$ cat src/rtl/core/stable_priority_queue_unit_macros.svh
// Assertion helpers for the priority queue RTL.
// Both expect clk_i and rst_ni in scope.
`ifndef STABLE_PRIORITY_QUEUE_UNIT_MACROS_SVH
`define STABLE_PRIORITY_QUEUE_UNIT_MACROS_SVH

// Same-cycle implication.
`define SPQ_ASSERT_NOW(lbl, ante, cons, msg) \
  lbl: assert property (@(posedge clk_i) disable iff (!rst_ni) (ante) |-> (cons)) \
    else $error(msg);

// Next-cycle implication.
`define SPQ_ASSERT_NEXT(lbl, ante, cons, msg) \
  lbl: assert property (@(posedge clk_i) disable iff (!rst_ni) (ante) |=> (cons)) \
    else $error(msg);

`endif

$ cat src/rtl/core/spq_pkg.sv
`timescale 1ns / 1ps
`default_nettype none
package spq_pkg;

  localparam int unsigned SpqCapacity = 64;
  localparam int unsigned SpqKeyBits  = 16;
  localparam int unsigned IdentW      = 32;
  localparam int unsigned KeyInW      = 16;
  localparam int unsigned StatusW     = 2;

  typedef enum logic {
    ACT_ENQ = 1'b0,
    ACT_DEQ = 1'b1
  } spq_act_e;

  typedef enum logic [StatusW-1:0] {
    ST_DONE  = 2'd0,
    ST_EMPTY = 2'd1,
    ST_FULL  = 2'd2
  } spq_status_e;

  // per-cycle command broadcast to every cell
  typedef struct packed {
    logic ins;    // insert new entry in sorted place
    logic shift;  // move every entry one cell toward the head
  } spq_cmd_t;

endpackage
`default_nettype wire

$ cat src/rtl/core/spq_cell.sv
`timescale 1ns / 1ps
`default_nettype none
module spq_cell import spq_pkg::*; #(
  parameter int unsigned KEY_BITS = SpqKeyBits
) (
  input  wire                       clk_i,
  input  wire spq_cmd_t             cmd_i,
  input  wire                       occ_i,       // cell holds an entry
  input  wire  [KEY_BITS-1:0]       new_key_i,
  input  wire  signed [IdentW-1:0]  new_ident_i,
  input  wire                       left_gt_i,   // left neighbor yields to new entry
  input  wire  [KEY_BITS-1:0]       left_key_i,
  input  wire  signed [IdentW-1:0]  left_ident_i,
  input  wire  [KEY_BITS-1:0]       right_key_i,
  input  wire  signed [IdentW-1:0]  right_ident_i,
  output logic                      gt_o,
  output logic [KEY_BITS-1:0]       key_o,
  output logic signed [IdentW-1:0]  ident_o
);

  logic [KEY_BITS-1:0]      key_q, key_d;
  logic signed [IdentW-1:0] ident_q, ident_d;

  // empty cells count as +inf; strict compare keeps ties in arrival order
  assign gt_o = !occ_i || (key_q > new_key_i);

  always_comb begin
    key_d   = key_q;
    ident_d = ident_q;
    priority if (cmd_i.shift) begin
      key_d   = right_key_i;
      ident_d = right_ident_i;
    end else if (cmd_i.ins && left_gt_i) begin
      key_d   = left_key_i;
      ident_d = left_ident_i;
    end else if (cmd_i.ins && gt_o) begin
      key_d   = new_key_i;
      ident_d = new_ident_i;
    end else begin
      // hold
      key_d   = key_q;
      ident_d = ident_q;
    end
  end

  always_ff @(posedge clk_i) begin
    key_q   <= key_d;
    ident_q <= ident_d;
  end

  assign key_o   = key_q;
  assign ident_o = ident_q;

endmodule
`default_nettype wire

$ cat config.mk
export PLATFORM = sky130hd
export DESIGN_NAME = spq_cell
export DESIGN_NICKNAME = d
export VERILOG_FILES = /design/src/rtl/core/stable_priority_queue_unit_macros.svh /design/src/rtl/core/spq_pkg.sv /design/src/rtl/core/spq_cell.sv
export SDC_FILE = /design/constraint.sdc
export NUM_CORES = 1
export LEC_CHECK = 0
export ABC_AREA = 1
export BUFFER_PORTS_ARGS = -buffer_cell sky130_fd_sc_hd__buf_4
export CAP_MARGIN = 20
export CORE_MARGIN = 1.5
export CORE_UTILIZATION = 38
export CTS_CLUSTER_DIAMETER = 150
export CTS_CLUSTER_SIZE = 25
export DETAILED_ROUTE_END_ITERATION = 10
export PLACE_DENSITY = 0.78
export SLEW_MARGIN = 20
export SYNTH_ARGS = -nofsm -noshare
export SYNTH_HDL_FRONTEND = slang
export SYNTH_SLANG_ARGS = --single-unit
$ cat constraint.sdc
create_clock -name clk_i -period 2.5 [get_ports clk_i]
set_input_delay 0.25 -clock clk_i [delete_from_list [all_inputs] [get_ports clk_i]]
set_output_delay 0.25 -clock clk_i [all_outputs]
set_load 0.1 [all_outputs]
==> run_results.csv, run 1 <==
group,metric,value,unit
status,status,"completed",
sta,maxSlewHeadroom,65.32,%
worst_setup_path,rrSetupSlack,410,ps
worst_hold_path,hold_depth,3,
worst_hold_path,min_path_type,"in -> reg",
drt,dr_total_vias,3041,
layout,drive_above_1_share,41.37,%
clock_network,numCtsBuffers,5,
sta,max_clock_freq,448.3,MHz
place,place_area,4432,um2
clock_network,cts.sinks,48,
logic_synthesis,syn_area_per_cell,8.451,um2
place,place_congestion,0.7872,
grt,grt_pass1_vias,3008,
drt,avgRoutedWirePerCell,13.30,um
logic_synthesis,yosysMostFrequentCell,"nand2_1",
logic_synthesis,synth.top_cell.area_share,50.46,%
grt,antenna_found_initial,0,
power,finalPower,2.707,mW
clock_network,max-clock-path-buffers,2,
drt,drt_wl_total,8323,um
logic_synthesis,synth_area_leaders,"edfxtp_1 (50%), nand2_1 (15%), a31oi_1 (11%)",
power,ir_drop,237.3,uV
logic_synthesis,synthesis.instances,338,
logic_synthesis,synthesis.nets,503,
sta,timing.final.crit_share,89.22,%
floorplan,die-area,8046,um2
logic_synthesis,synth_cell_type_count,18,
logic_synthesis,async_flop_share,0,%
logic_synthesis,seq_area_frac_synth,50.46,%
power,p_per_area,599.6,nW/um2
worst_setup_path,end_kind,"output pin",
worst_hold_path,hold_start,"left_key_i[11]",
sta,setup-violations-final,0,
logic_synthesis,synthTopCellsByCount,"nand2_1 (117), nor2_1 (54), a31oi_1 (48), edfxtp_1 (48), inv_1 (20)",
floorplan,core_area,7253,um2
drt,drtAntennaViolNets,0,
sta,final-max-slew-violation-count,0,
flow_run,drv_cap,0,
worst_setup_path,worstPathRequired,2250,ps
logic_synthesis,yosys_warnings,0,
clock_network,worstSkewPairLatency,300,ps
clock_network,htree_levels,2,
logic_synthesis,synth_edf_count,48,
grt,use_met1,21.23,%
sta,rsz0062_at_grt,"no",
clock_network,clkTransAtPathRegs,90,ps
logic_synthesis,synth_ff_type,"edfxtp_1",
grt,grt-ovfl-total,0,
drt,drtIter0Drc,116,
layout,final_cell_area,4514,um2
clock_network,cts_resized,0,
drt,avgViaCountPerCell,4.858,
grt,gr-usage-all-layers,20.19,%
worst_setup_path,worst_r2r_path_depth,9,
clock_network,cts_root_buffer,"clkbuf_8",
layout,n_antenna_cell,0,
worst_setup_path,worstPathMaxFanout,2,
drt,first_pass_iters,7,
logic_synthesis,synth_area_leader_cell,"edfxtp_1",
worst_setup_path,crit_type,"reg -> out",
grt,grt_use_met2,38.87,%
worst_setup_path,r2r_start,"key_o[13]",
worst_setup_path,start_kind,"flip-flop",
worst_setup_path,worst_ep_arrival_time,1980,ps
place,dp_cells,618,
power,leakagePower,2.187,nW
grt,grt_max_degree,59,
clock_network,hold_buffers,0,
sta,timing.final.crit_period,2231,ps
logic_synthesis,ys_seq_elements,48,
worst_hold_path,min_to,"key_o[11]",
place,place.port_buffers,197,
place,hpwl,6497,um
sta,setup_tns,0,ps
layout,nets,691,
clock_network,cts_setup_buffers,0,
worst_setup_path,r2r-end,"ident_o[12]",
sta,hold_viol_final,0,
sta,skew,12.14,ps
grt,grtUsageMet3,5.415,%
floorplan,die_height,89.70,um
grt,grt_first_pass_wirelength,13330,um
sta,worstMarginPinSlew,520.2,ps
floorplan,start_util,39.38,%
floorplan,io_pins,198,
layout,stdcell_count,626,
layout,fin_util,62.24,%
floorplan,fp.dieW,89.70,um
layout,area_growth,58.04,%
grt,grt-busiest-layer,"met2",
floorplan,num_rows,31,
logic_synthesis,netlist_area,2856,um2
drt,drc_errors,0,
clock_network,cts_tree,"built",
## through the flow
step | setup slack, ps | hold WS [ps]
after detailed placement | 409.0 | 596.9
final | 269.4 | 288.6
after global routing | 161.0 | 290.7
after CTS | 242.8 | 284.9
after global placement | 478.0 | 594.1
after floorplan | -63.46 | 503.7
## worst max path at each step
stage / from / to / slack [ps] / depth (start not counted)
3_5_place_dp: key_o[13] / ident_o[11] / 410 / 9
3_3_place_gp: key_o[15] / ident_o[11] / 480 / 9
6_report: key_o[13] / gt_o / 270 / 8
4_1_cts: key_o[13] / gt_o / 240 / 8
5_1_grt: key_o[3] / gt_o / 160 / 12
2_1_floorplan: key_o[15] / ident_o[0] / -60 / 9
## state kept, by name (all words and copies together) (netlist names)
signal,flops
key_o,16
ident_o,32
## cell type report
type	instances	area, um2
clock buffers	5	68.82
clock inverters	3	13.76
fillers	621	2739
inverters	22	82.58
multi-input cells	248	1275
flip-flops and latches	48	1441
well taps	99	123.9
repair buffers	201	1509
## power breakdown
| part | internal [mW] | switching, mW |
|---|---|---|
| combinational | 0.353 | 0.886 |
| sequential | 0.993 | 0.0330 |
| clock | 0.190 | 0.251 |
| total | 1.54 | 1.17 |
## kinds of logic after synthesis
family	after synthesis	synth area share, %
and+or+nand+nor	176	23.61
buffers and inverters	42	6.920
DFF	48	50.46
adders and majority gates	16	7.008
AOI/OAI and AO/OA	56	12.00
## worst max-delay path, stage by stage (launching register included)
cell,delay (ps)
edfxtp_1,420
ha_1,330
nand2_1,80
nor3_2,230
nand2_1,80
nand2_1,80
nand2_2,90
nand2_8,90
buf_4,290
## metal layers
layer | vias up | share of wire [%]
met3 | 12 | 8.3
met4 | 0 | 1.6
met2 | 145 | 53
met5 | - | 0
li1 | 1523 | -
met1 | 1361 | 37
## placed cells by master, fill, tap and decap left out, drive strengths merged
| cell type | instances |
|---|---|
| nor3 | 1 |
| a21oi | 6 |
| nand2 | 118 |
| a21o | 1 |
| a31oi | 48 |
| clkinv | 3 |
| o21ai | 1 |
| nor2 | 54 |
| nand4 | 1 |
| inv | 22 |
| nand3 | 2 |
| clkbuf | 5 |
| ha | 16 |
| edfxtp | 48 |
| buf | 201 |
Note: power is estimated with default switching activity, not from simulation.
==> run 2, diff against run 1 <==
Settings changed: CORE_UTILIZATION 38 to 40.
Clock period 2.5 ns to 2.2 ns, I/O delays scaled along.
==> run 2 against run 1 <==
  * Sequential power grew 14%
  * Final area up 1.6%
  * First-iteration DRC count shrank 15%
  * Global-route usage up 1.6 points
  * Largest power group unchanged
  * Critical endpoint unchanged
  * Critical path depth is the same
  * Largest cell class unchanged
==> run_results.csv, run 2 (synthesis results as in run 1) <==
group,metric,value,unit
status,status,"completed",
sta,skew,8.369,ps
floorplan,start_util,41.81,%
layout,area_growth,60.62,%
layout,nets,692,
worst_hold_path,hold_depth,3,
place,place_congestion,0.7849,
drt,drt_wl_total,8496,um
worst_setup_path,slowest_stage,"edfxtp_1",
grt,gr-usage-all-layers,21.77,%
power,ir_drop,346.4,uV
sta,timing.final.crit_share,94.27,%
worst_setup_path,end_kind,"output pin",
worst_setup_path,r2r_start,"key_o[15]",
layout,final_common_cell,"buf_4",
clock_network,htree_levels,2,
layout,final_cell_area,4588,um2
drt,drc_errors,0,
worst_setup_path,worst_r2r_path_depth,9,
floorplan,core_area,6832,um2
layout,n_antenna_cell,0,
grt,grt_first_pass_wirelength,12830,um
flow_run,drv_cap,0,
clock_network,hold_buffers,0,
worst_setup_path,r2r-end,"ident_o[22]",
sta,worstMarginPinSlew,709.9,ps
sta,rsz0062_at_grt,"no",
place,place_area,4453,um2
floorplan,io_pins,198,
floorplan,fp.dieW,87.51,um
worst_hold_path,hold_start,"left_ident_i[11]",
clock_network,clkTransAtPathRegs,90,ps
clock_network,cts.sinks,48,
place,place.port_buffers,197,
sta,maxSlewHeadroom,52.50,%
layout,layout_common_cells,"buf_4 (198), nand2_1 (112), nor2_1 (53), a31oi_1 (48), edfxtp_1 (48)",
grt,grt_pass1_vias,2816,
sta,timing.final.crit_period,2074,ps
place,hpwl,6483,um
layout,largest_reg_flops,32,
sta,max_clock_freq,482.2,MHz
worst_setup_path,worstPathMaxFanout,2,
drt,drtIter0Drc,99,
clock_network,cts_tree,"built",
worst_setup_path,path_common_cell,"a21oi_1",
floorplan,num_rows,30,
worst_setup_path,slowest_delay,390,ps
sta,setup_tns,0,ps
layout,seqCellArea,1441,um2
worst_setup_path,start_kind,"flip-flop",
grt,grt_max_degree,49,
floorplan,die-area,7657,um2
drt,drtAntennaViolNets,0,
drt,avgRoutedWirePerCell,13.62,um
sta,setup-violations-final,0,
clock_network,cts_root_buffer,"clkbuf_8",
sta,hold_viol_final,0,
grt,antenna_found_initial,0,
floorplan,die_height,87.51,um
clock_network,numCtsBuffers,5,
worst_setup_path,worstPathRequired,1980,ps
layout,multi_input_area,1310,um2
grt,grt-ovfl-total,0,
worst_setup_path,crit_type,"reg -> out",
clock_network,worstSkewPairLatency,300,ps
power,p_per_area,679.7,nW/um2
layout,stdcell_count,624,
drt,first_pass_iters,7,
power,leakagePower,2.208,nW
worst_setup_path,worst_ep_arrival_time,1850,ps
worst_hold_path,min_to,"ident_o[11]",
sta,final-max-slew-violation-count,0,
clock_network,max-clock-path-buffers,2,
clock_network,cts_setup_buffers,0,
drt,dr_total_vias,3065,
worst_setup_path,crit_chain,"ha_1, a21oi_1, o21ai_0, a21oi_1, nand2_1, nand2_2, nand2_8, buf_12",
drt,avgViaCountPerCell,4.912,
layout,n_fill_cell,591,
layout,drive_above_1_share,42.05,%
worst_hold_path,min_path_type,"in -> reg",
place,dp_cells,615,
worst_setup_path,rrSetupSlack,220,ps
## run 2: what timing repair did
item                                   4_1_cts  5_1_grt
endpoints found under the hold margin        0        0
setup endpoints to repair                    0       49
gates resized for setup                      0        6
## run 2: worst max-delay path: cells and delay by family (launching register included)
kind	cells	cell delay [ps]
AOI/OAI and AO/OA	3	400
DFF	1	390
adders and majority gates	1	340
and+or+nand+nor	3	270
buffers and inverters	1	160
## run 2: per-stage QoR
stage | hold slack, ps | utilization [%] | setup slack (ps) | total power [mW]
after floorplan | 473.7 | - | -363.5 | 2.174
after global placement | 561.9 | 65.18 | 231.9 | 2.587
after detailed placement | 567.7 | 65.18 | 159.4 | 2.610
after CTS | 253.4 | 66.47 | 19.71 | 3.132
after global routing | 259.1 | 67.16 | 10.04 | 3.260
final | 264.0 | 67.16 | 126.1 | 3.118
## run 2: routing by layer
layer  track usage (%)  wire, um
met5                 0         0
met4             6.061       113
met1             25.36      3239
met3             6.161       661
met2             39.09      4482
## run 2: worst max-delay path by stage
stage              start         end  slack (ps)  cells past startpoint
3_3_place_gp   key_o[15]  ident_o[8]         230                      9
4_1_cts         key_o[3]        gt_o          20                     12
3_5_place_dp    key_o[3]  ident_o[7]         160                     13
5_1_grt        key_o[15]        gt_o          10                      8
6_report       key_o[15]        gt_o         130                      8
2_1_floorplan  key_o[15]  ident_o[0]        -360                      9
## run 2: final cells by class
class,count,area share (%)
Multi-Input combinational cell,249,28.55
Inverter,22,1.800
Timing Repair Buffer,201,33.71
Tap cell,96,2.618
Clock buffer,5,1.500
Sequential cell,48,31.42
Clock inverter,3,0.4091
## run 2: report_power, final
group	internal (mW)	switching (mW)
sequential	1.13	0.0384
combinational	0.417	1.02
clock	0.222	0.295
total	1.77	1.35
==> run 3, diff against run 2 <==
Settings changed: CORE_UTILIZATION 40 to 38, SKIP_LAST_GASP set to 1.
Clock period 2.2 ns to 1.9 ns, I/O delays scaled along.
==> run 3 against run 2 <==
  * The run now ends with negative setup slack left
  * Worst hold slack lost 35 ps
  * Sequential share of layout area shrank 2.1 points
  * Final cell count grew 3.8%
  * Final area grew 7.1%
  * Clock power grew 36%
  * Via count grew 2.4%
  * Global-route usage is essentially flat
  * Largest cell class unchanged
==> run_results.csv, run 3 (synthesis results as in run 1) <==
group,metric,value,unit
status,status,"finished with violations",
status,failed_checks,"negative setup slack",
grt,grt-busiest-layer,"met2",
layout,nets,713,
worst_setup_path,start_kind,"flip-flop",
layout,area_growth,72.10,%
worst_hold_path,hold_depth,3,
grt,grtUsageMet3,5.161,%
sta,rsz0062_at_grt,"yes",
worst_setup_path,worstPathRequired,1970,ps
power,netSwitchingPower,1.582,mW
sta,maxSlewHeadroom,71.34,%
layout,n_fill_cell,593,
layout,layout_common_cells,"buf_4 (215), nand2_1 (108), nor2_1 (53), a31oi_1 (48), edfxtp_1 (48)",
drt,avgViaCountPerCell,4.846,
grt,grt_use_met2,40.71,%
floorplan,fp.dieW,89.70,um
grt,grt_max_degree,51,
sta,timing.final.crit_period,2041,ps
worst_setup_path,slowest_stage,"edfxtp_1",
worst_setup_path,path_depth,13,
worst_setup_path,crit_type,"reg -> reg",
sta,final-max-slew-violation-count,0,
worst_setup_path,worstPathMaxFanout,6,
drt,drtAntennaViolNets,0,
worst_hold_path,min_path_type,"in -> reg",
power,ir_drop,421.1,uV
sta,skew,8.893,ps
worst_setup_path,worst_r2r_path_depth,13,
drt,drtIter0Drc,114,
worst_setup_path,end_kind,"flip-flop",
place,place.port_buffers,197,
layout,largest_reg_flops,32,
sta,setup_ws,-141.1,ps
floorplan,io_pins,198,
sta,hold_viol_final,0,
clock_network,cts.sinks,48,
power,seq_power_share,35.1,%
power,leakagePower,2.349,nW
sta,timing.final.crit_share,107.4,%
grt,gr-usage-all-layers,21.74,%
clock_network,worstSkewPairLatency,300,ps
flow_run,drv_cap,0,
power,intPower,2.272,mW
layout,fin_util,67.78,%
layout,drive_above_1_share,46.08,%
place,dp_slack,-78.11,ps
clock_network,cts_root_buffer,"clkbuf_8",
worst_setup_path,worst_ep_arrival_time,2110,ps
layout,final_common_cell,"buf_4",
clock_network,cts_tree,"built",
worst_setup_path,slowest_delay,450,ps
grt,grt-ovfl-total,0,
sta,setup-violations-final,49,
place,hpwl,6910,um
worst_setup_path,crit_chain,"ha_4, a21oi_2, nor2_1, nor2_1, nand2_1, nand2_1, nand2_1, nand2_2, nand2_8, nand2_4, nand2_8, buf_12, buf_16",
clock_network,numCtsBuffers,5,
floorplan,start_util,39.38,%
drt,drc_errors,0,
power,p_per_area,783.9,nW/um2
drt,drt_wl_total,8844,um
floorplan,num_rows,31,
clock_network,max-clock-path-buffers,2,
worst_setup_path,cpLargestDelayFamily,"simple AND/OR/NAND/NOR gates",
grt,antenna_found_initial,0,
power,clockPowerShare,18.3,%
clock_network,htree_levels,2,
worst_setup_path,path_buf_inv,2,
power,power_frac_comb,46.6,%
layout,n_antenna_cell,0,
sta,max_clock_freq,489.9,MHz
floorplan,die-area,8046,um2
drt,dr_total_vias,3140,
drt,avgRoutedWirePerCell,13.65,um
floorplan,die_height,89.70,um
clock_network,clkTransAtPathRegs,90,ps
grt,grt_first_pass_wirelength,14080,um
drt,first_pass_iters,4,
place,place_congestion,0.8366,
grt,grt_pass1_vias,3106,
floorplan,core_area,7253,um2
grt,use_met1,24.18,%
power,swShare,41.05,%
worst_setup_path,path_common_cell,"nand2_1",
clock_network,hold_buffers,0,
sta,worstMarginPinSlew,429.2,ps
run 3: area by class of cell:
| class | count | area [um2] | share of cell area (%) |
|---|---|---|---|
| clock buffers | 5 | 68.82 | 1.400 |
| clock inverters | 3 | 37.54 | 0.7636 |
| inverters | 22 | 82.58 | 1.680 |
| well taps | 99 | 123.9 | 2.520 |
| multi-input cells | 248 | 1380 | 28.07 |
| flip-flops and latches | 48 | 1441 | 29.32 |
| repair buffers | 223 | 1782 | 36.24 |
run 3: tightest hold or removal path, delay by kind of cell:
kind,cells,cell delay (ps)
AO/OA/AOI/OAI,1,110
buffers and inverters,1,70
AND/OR/NAND/NOR,1,40
run 3: routing by layer:
layer	wire length, um	up-vias
met3	621	12
met5	0	-
li1	-	1565
met2	4767	137
met1	3301	1426
met4	155	0
run 3: power by group through the flow:
stage                     combinational [mW]  clock (mW)  sequential (mW)
after floorplan                        0.340           0             2.18
after global placement                  1.67           0             1.37
after detailed placement                1.70           0             1.37
after CTS                               1.75       0.729             1.35
after global routing                    1.89       0.758             1.37
final                                   1.80       0.704             1.35
run 3: metrics by stage:
stage          instance area (um2)  hold slack [ps]  TNS (ps)  cells  power (mW)
3_5_place_dp                  4584            538.6     -3364    630       3.069
2_1_floorplan                 2914            443.7    -32080    338       2.518
4_1_cts                       4800            214.5     -3788    644       3.823
3_3_place_gp                  4584            534.5         0    630       3.038
5_1_grt                       4916            223.9    -10860    648       4.018
6_report                      4916            229.0     -3543    648       3.853
run 3: path summary, 6_finish.rpt:
path                         start           to  slack [ps]
hold reg to reg          key_o[15]   ident_o[7]        1340
setup / recovery          key_o[5]  ident_o[12]        -140
hold / removal    left_ident_i[28]  ident_o[28]         230
setup reg to reg          key_o[5]  ident_o[12]        -140
run 3: timing repair:
action | CTS | global route
pin swaps | 2 | 8
gates cloned | 1 | 0
setup buffers | 5 | 5
endpoints found under the setup margin | 49 | 49
resized for setup | 8 | 14
hold endpoints to repair | 0 | 0
